**src/hw/rtl/vmdiv_pkg.sv**
```systemverilog
// Package: opcodes, payload types and pipeline constants for the VM integer ALU.
`timescale 1ns / 1ps
package vmdiv_pkg;
  localparam int unsigned DataW = 32;
  localparam int unsigned BitsPerStage = 4;
  localparam int unsigned DivStages = DataW / BitsPerStage;

  typedef enum logic [2:0] {
    OP_DIV  = 3'd0,
    OP_MOD  = 3'd1,
    OP_SHL  = 3'd2,
    OP_SHRL = 3'd3,
    OP_SHRA = 3'd4,
    OP_SEXS = 3'd5,
    OP_SEXB = 3'd6,
    OP_NONE = 3'd7
  } op_t;

  typedef struct packed {
    logic [2:0]  mode;
    logic [31:0] operand_a;
    logic [31:0] operand_b;
  } req_t;

  typedef struct packed {
    logic [31:0] result;
    logic        divide_error;
  } rsp_t;

  // State carried through the divider stages.
  typedef struct packed {
    logic        is_div;
    logic        is_mod;
    logic        neg_q;
    logic        neg_r;
    logic        dz;
    logic [31:0] quo;
    logic [31:0] rem;
    logic [31:0] dvs;
    logic [31:0] other;
  } dstate_t;
endpackage

```
**src/hw/rtl/vmdiv_if.sv**
```systemverilog
// Valid/ready channel interface carrying one payload.
`timescale 1ns / 1ps
interface vmdiv_if #(parameter type payload_t = logic) (input logic clk);
  logic     valid;
  logic     ready;
  payload_t data;
  modport source (output valid, output data, input ready);
  modport sink (input valid, input data, output ready);
endinterface

```
**src/hw/rtl/vmdiv_front.sv**
```systemverilog
// Entry stage: operand magnitudes, shift and sign-extension results.
`timescale 1ns / 1ps
module vmdiv_front (
  input  vmdiv_pkg::req_t    req,
  output vmdiv_pkg::dstate_t st
);
  import vmdiv_pkg::*;
  logic [31:0] a, b, ma, mb, short_res;
  logic        bad;
  op_t         op;

  always_comb begin
    a  = req.operand_a;
    b  = req.operand_b;
    op = op_t'(req.mode);
    ma = a[31] ? 32'(-a) : a;
    mb = b[31] ? 32'(-b) : b;
    bad = b[31] || (b[30:5] != '0);
    unique case (op)
      OP_SHL:  short_res = bad ? '0 : (a << b[4:0]);
      OP_SHRL: short_res = bad ? '0 : (a >> b[4:0]);
      OP_SHRA: short_res = bad ? {32{a[31]}} : 32'($signed(a) >>> b[4:0]);
      OP_SEXS: short_res = {{16{a[15]}}, a[15:0]};
      OP_SEXB: short_res = {{24{a[7]}}, a[7:0]};
      default: short_res = '0;
    endcase
    st.is_div = (op == OP_DIV) || (op == OP_MOD);
    st.is_mod = (op == OP_MOD);
    st.neg_q  = (op == OP_DIV) && (a[31] ^ b[31]);
    st.neg_r  = (op == OP_MOD) && a[31];
    st.dz     = st.is_div && (b == '0);
    st.quo    = ma;
    st.rem    = '0;
    st.dvs    = mb;
    st.other  = short_res;
  end
endmodule

```
**src/hw/rtl/vmdiv_div_step.sv**
```systemverilog
// One divider stage: restoring division over BitsPerStage quotient bits.
`timescale 1ns / 1ps
module vmdiv_div_step (
  input  vmdiv_pkg::dstate_t din,
  output vmdiv_pkg::dstate_t dout
);
  import vmdiv_pkg::*;
  logic [32:0] r;
  logic [31:0] q;
  always_comb begin
    dout = din;
    r = {1'b0, din.rem};
    q = din.quo;
    for (int i = 0; i < BitsPerStage; i++) begin
      r = {r[31:0], q[31]};
      q = {q[30:0], 1'b0};
      if (r >= {1'b0, din.dvs}) begin
        r = r - {1'b0, din.dvs};
        q[0] = 1'b1;
      end
    end
    dout.rem = r[31:0];
    dout.quo = q;
  end
endmodule

```
**src/hw/rtl/vm_signed_divide_shift_alu.sv**
```systemverilog
// Top level of the VM integer ALU: division, remainder, shifts, sign extension.
`timescale 1ns / 1ps
// Fully pipelined (entry register, eight divider stages of four quotient bits
// each, sign-fix output register), one item per cycle unless stalled. All
// operations share the pipe so results leave in order. A stall at the output
// holds the whole pipe; a zero divisor gives result 0 with divide_error set.
module vm_signed_divide_shift_alu (
  input logic clk,
  input logic rst,
  vmdiv_if.sink   in_ch,
  vmdiv_if.source out_ch
);
  import vmdiv_pkg::*;
  localparam int unsigned Depth = DivStages + 1;

  dstate_t    stage [Depth];
  logic       vld [Depth];
  dstate_t    nxt [Depth];
  rsp_t       out_data;
  logic       out_vld;
  logic       adv;
  logic [31:0] fin;

  assign adv = !out_vld || out_ch.ready;
  assign in_ch.ready = adv;

  vmdiv_front u_front (.req(in_ch.data), .st(nxt[0]));
  for (genvar g = 1; g < Depth; g++) begin : g_div
    vmdiv_div_step u_step (.din(stage[g-1]), .dout(nxt[g]));
  end

  always_ff @(posedge clk) begin
    if (rst) begin
      out_vld <= 1'b0;
      for (int i = 0; i < Depth; i++) vld[i] <= 1'b0;
    end else if (adv) begin
      vld[0] <= in_ch.valid;
      for (int i = 1; i < Depth; i++) vld[i] <= vld[i-1];
      out_vld <= vld[Depth-1];
    end
  end

  always_ff @(posedge clk) begin
    if (adv) begin
      for (int i = 0; i < Depth; i++) stage[i] <= nxt[i];
      out_data.result       <= fin;
      out_data.divide_error <= stage[Depth-1].dz;
    end
  end

  always_comb begin
    if (!stage[Depth-1].is_div || stage[Depth-1].dz) begin
      fin = stage[Depth-1].other;
    end else if (stage[Depth-1].is_mod) begin
      fin = stage[Depth-1].neg_r ? 32'(-stage[Depth-1].rem) : stage[Depth-1].rem;
    end else begin
      fin = stage[Depth-1].neg_q ? 32'(-stage[Depth-1].quo) : stage[Depth-1].quo;
    end
  end

  assign out_ch.valid = out_vld;
  assign out_ch.data  = out_data;
endmodule

```
**src/flat_wrapper.sv**
```systemverilog
// flat-port wrapper written by rule: the top's interface ports become plain ports
module vm_signed_divide_shift_alu_flat import vmdiv_pkg::*;
  (clk, rst, in_ch_valid, in_ch_data, in_ch_ready, out_ch_valid, out_ch_data, out_ch_ready);
  vmdiv_if #(.payload_t(req_t)) in_ch_i (.clk(clk));
  vmdiv_if #(.payload_t(rsp_t)) out_ch_i (.clk(clk));
  input logic clk;
  input logic rst;
  input wire logic [$bits(in_ch_i.valid)-1:0] in_ch_valid;
  input wire logic [$bits(in_ch_i.data)-1:0] in_ch_data;
  output wire logic [$bits(in_ch_i.ready)-1:0] in_ch_ready;
  output wire logic [$bits(out_ch_i.valid)-1:0] out_ch_valid;
  output wire logic [$bits(out_ch_i.data)-1:0] out_ch_data;
  input wire logic [$bits(out_ch_i.ready)-1:0] out_ch_ready;
  assign in_ch_i.valid = in_ch_valid;
  assign in_ch_i.data = in_ch_data;
  assign in_ch_ready = in_ch_i.ready;
  assign out_ch_valid = out_ch_i.valid;
  assign out_ch_data = out_ch_i.data;
  assign out_ch_i.ready = out_ch_ready;
  vm_signed_divide_shift_alu u_core (.clk(clk), .rst(rst), .in_ch(in_ch_i), .out_ch(out_ch_i));
endmodule
```
**config.mk**
```make
export PLATFORM = sky130hd
export DESIGN_NAME = vm_signed_divide_shift_alu_flat
export DESIGN_NICKNAME = d
export VERILOG_FILES = /design/src/hw/rtl/vmdiv_pkg.sv /design/src/hw/rtl/vmdiv_if.sv /design/src/hw/rtl/vmdiv_front.sv /design/src/hw/rtl/vmdiv_div_step.sv /design/src/hw/rtl/vm_signed_divide_shift_alu.sv /design/src/flat_wrapper.sv
export SDC_FILE = /design/constraint.sdc
export NUM_CORES = 2
export LEC_CHECK = 0
export BUFFER_PORTS_ARGS = -buffer_cell sky130_fd_sc_hd__buf_4
export CORE_MARGIN = 2
export CORE_UTILIZATION = 65
export DETAILED_ROUTE_END_ITERATION = 8
export GPL_TIMING_DRIVEN = 0
export PLACE_DENSITY = 0.78
export RECOVER_POWER = 100
export SLEW_MARGIN = 20
export SYNTH_ARGS = -nofsm -noshare
export SYNTH_HDL_FRONTEND = slang
export SYNTH_HIERARCHICAL = 1
export SYNTH_SLANG_ARGS = --single-unit
```
**constraint.sdc**
```tcl
create_clock -name clk -period 46.2 [get_ports clk]
set_input_delay 6.93 -clock clk [delete_from_list [all_inputs] [get_ports clk]]
set_output_delay 6.93 -clock clk [all_outputs]
set_load 0.03 [all_outputs]
```
After elaboration in Yosys (flattened, before gate mapping)
Memory sizes are Yosys's and may differ from the RTL's. A register that Yosys moved wholly into a read port is not among the register bits.
Cells that the tools add are included.
Word-level totals
  bits in registers: 33
  memories: 2
  latch bits: 0
  bits in read-only memories: 0
  logic and storage cells: 192
  input bits: 71
  memory bits (writable): 1206
Cells by class
  div/mod/pow operators: 0
  shift operators: 3
  $mul: 0
  add/subtract/negate cells: 36
  equal/unequal tests: 6
  reduce and logical (&&, ||, !) cells: 12
  mux-type cells: 89
  order comparisons: 32
  bitwise logic cells: 10
Memory list
  u_core.stage: words 9, width 133, read ports 9, clocked after Yosys merged registers in 0, write ports 9, RTL line vm_signed_divide_shift_alu.sv:16  | dstate_t stage [Depth];
  u_core.vld: words 9, width 1, read ports 9, clocked after Yosys merged registers in 1, write ports 9, RTL line vm_signed_divide_shift_alu.sv:17  | logic vld [Depth];
Operators with widths (number)
  32-bit two-way mux: 41
  33-bit by 32-bit >= comparator with 1-bit output: 32
  32-bit subtractor: 32
  32-bit case mux with 5 select lines: 1
  32-bit negator: 4
  1-bit two-way mux: 47
  32-bit zero test: 1
  32-bit by 5-bit << shifter with 32-bit output: 1
  32-bit by 5-bit right shift with 32-bit output: 1
  32-bit by 5-bit >>> shifter with 32-bit output: 1
  26-bit nonzero test: 1
  3-bit equality test, second input constant: 3
  1-bit bitwise OR: 9
  3-bit by 2-bit equality test with 1-bit output, second input constant: 2
  1-bit logical OR: 4
  3-bit by 1-bit equality test with 1-bit output, second input constant: 1
  1-bit logical AND: 3
  3-bit zero test: 1
  1-bit zero test: 2
  1-bit bitwise XOR: 1

Depth between registers and ports, before layout
An unclocked memory read counts as a cell.
  depth in word-level cells: 9
  mapped depth: 58
  gate-level depth less buffers: 54

Cells and area by module
Netlist, hierarchy kept.
By module, submodules not included
  vm_signed_divide_shift_alu: times used 1, sequential area each 36264.8 um^2, cells each 1537, area an instance 38401.8 um^2
  vmdiv_div_step (u_core.g_div[2].u_step ...): times used 4, sequential area each 0.0 um^2, cells each 1213, area an instance 9036.2 um^2
  vmdiv_div_step (u_core.g_div[1].u_step): times used 1, sequential area each 0.0 um^2, cells each 1245, area an instance 9057.4 um^2
  vmdiv_div_step (u_core.g_div[4].u_step): times used 1, sequential area each 0.0 um^2, cells each 1208, area an instance 9048.7 um^2
  vmdiv_div_step (u_core.g_div[3].u_step): times used 1, sequential area each 0.0 um^2, cells each 1269, area an instance 8770.9 um^2
  vmdiv_div_step (u_core.g_div[8].u_step): times used 1, sequential area each 0.0 um^2, cells each 1274, area an instance 8713.4 um^2
  vmdiv_front: times used 1, sequential area each 0.0 um^2, cells each 810, area an instance 5906.9 um^2

Worst setup path after synthesis
OpenSTA, ideal clock, no wires.
  kind: input-to-output
  from: input port out_ch_ready
  to: output port in_ch_ready
  cell stages on the path: 2
  path buffers: 0
  path slack: 8.978 ns
  arrival time: 30.292 ns
  required time: 39.270 ns
  cell sequence: nor2b_1 > inv_1
Between the ends
  cells in the longest elaborated chain, start to end: 1
RTL lines
  start: declaration: RTL line flat_wrapper.sv:13  | input wire logic [$bits(out_ch_i.ready)-1:0] out_ch_ready;
  1-bit logical OR: RTL line vm_signed_divide_shift_alu.sv:24  | assign adv = !out_vld || out_ch.ready;
  end: declaration: RTL line flat_wrapper.sv:10  | output wire logic [$bits(in_ch_i.ready)-1:0] in_ch_ready;
No other way between the ends.

==> impl_metrics.json <==
{
  "place.gp.congestion": 1.05,
  "postCtsSetupBuffers": 0,
  "setup_slack_ps": 21900,
  "synth_cells": 12163,
  "hold_viol": 0,
  "drv_cap": 15,
  "layout-drive-gt1-share_pct": 14.3,
  "status": "finished, violations left",
  "skew_ps": 63.5,
  "ios": 106,
  "cp-start-kind": "input port",
  "grt_pass1_wl_um": 571000,
  "routedWlPerCell_um": 25.8,
  "hold_path.class": "register to register",
  "worst_slew_margin_rel_pct": -314,
  "clk_latency_ps": 810,
  "finalMaxSlewViolations": 1263,
  "numCtsBuffers": 132,
  "num-nets-final": 13557,
  "tightest_slew_ps": 6220,
  "root_buffer": "clkbuf_16",
  "die_area_um2": 182000,
  "antenna_found_initial": 17,
  "period_minus_slack_ps": 24300,
  "die_x_um": 426,
  "violations": "design-rule violations, max-capacitance violations, max-slew violations",
  "cts.sinks": 1208,
  "pre_cts_ws_ps": 30080,
  "clockBufferDepth": 3,
  "post-route-drc-count": 47,
  "avgSynthCellArea_um2": 9.52,
  "first_global_vias": 96877,
  "final_common_cell": "edfxtp_1",
  "fin_area_um2": 123000,
  "critPathCaptureType": "register",
  "critPathArrivalTime_ps": 24530,
  "cts.clk_slew.worst_paths_ps": 70,
  "fin_util_pct": 69.6,
  "clock.fmax_mhz": 41.1,
  "dp_hpwl_um": 299000,
  "setup_viol": 0,
  "drt-vias-per-instance": 6.77,
  "drt_pass1_iterations": 9,
  "grt_max_degree": 122,
  "ys_warn_count": 6,
  "fillers": 13354,
  "register_area_um2": 36300,
  "drtIter0Drc": 12740,
  "num_vias": 100685,
  "path_class": "input port to register",
  "wl_um": 383000,
  "io_buffers": 85,
  "row_count": 154,
  "ctsHoldBuffers": 0,
  "syn_area_um2": 116000,
  "multiInputGateArea_um2": 68800,
  "placed_cell_area_um2": 120000,
  "finalCritPeriodShare_pct": 52.6,
  "grt_overflow": 0,
  "rsz0062_at_grt": "false",
  "ant_nets": 0,
  "h-tree-depth": 4,
  "core_um2": 176000,
  "grt_usage_pct": 40.9,
  "path_max_fanout": 116,
  "start_util_pct": 65.6,
  "final_cell_mix": "edfxtp_1, a21oi_1, ha_1",
  "cts_tree": "yes",
  "fp.dieH_um": 426,
  "required_ps": 46430,
  "area_growth_pct": 6.03,
  "cts_resized": 0
}
==> registers in the layout, summed over array words and instances (netlist names) <==
register and flops:
u_core/stage 1165, u_core/out_ch.data 33, u_core/vld 9, u_core/out_ch.valid 1
==> critical path, stage by stage <==
cell	delay, ps
clkbuf_4	110
nor2b_1	110
clkinvlp_2	2220
clkbuf_1	3110
clkbuf_1	2960
clkbuf_1	4310
clkbuf_1	4370
==> through the flow <==
step	TNS, ps	hold WS, ps	std cells
after CTS	0	483	14872
after global routing	0	525	14881
after detailed placement	0	474	14632
after floorplan	0	433	12194
after global placement	-281	452	14619
final	0	507	14883
==> final timing paths <==
| kind | start | end | slack (ps) | cells after the start |
|---|---|---|---|---|
| worst max register to register | u_core/stage[0][326] | u_core/stage[0][492] | 26700 | 53 |
| worst max-delay path | out_ch_ready | u_core/stage[0][758] | 21900 | 7 |
| worst min-delay path | u_core/stage[0][367] | u_core/stage[0][504] | 510 | 1 |
| worst min register to register | u_core/stage[0][367] | u_core/stage[0][504] | 510 | 1 |
==> routing by layer <==
layer	vias up	wire length, um	track usage (%)
met2	6264	171000	65.1
met1	47743	146000	51.7
met4	8	28500	24.8
li1	45121	-	-
met5	-	98	0.0529
met3	1549	38200	7.64
==> cell type report <==
type | count | share of cell area [%]
Antenna cell | 11 | 0.0224
Buffer | 1142 | 5.92
Clock buffer | 153 | 2.75
Clock inverter | 87 | 1.02
Inverter | 621 | 1.91
Multi-Input combinational cell | 9223 | 56.0
Sequential cell | 1208 | 29.5
Tap cell | 2340 | 2.38
Timing Repair Buffer | 98 | 0.450
Power is left out: the tool's default activity adds up to more than one toggle a clock period on the data nets, which glitch-free logic cannot reach.
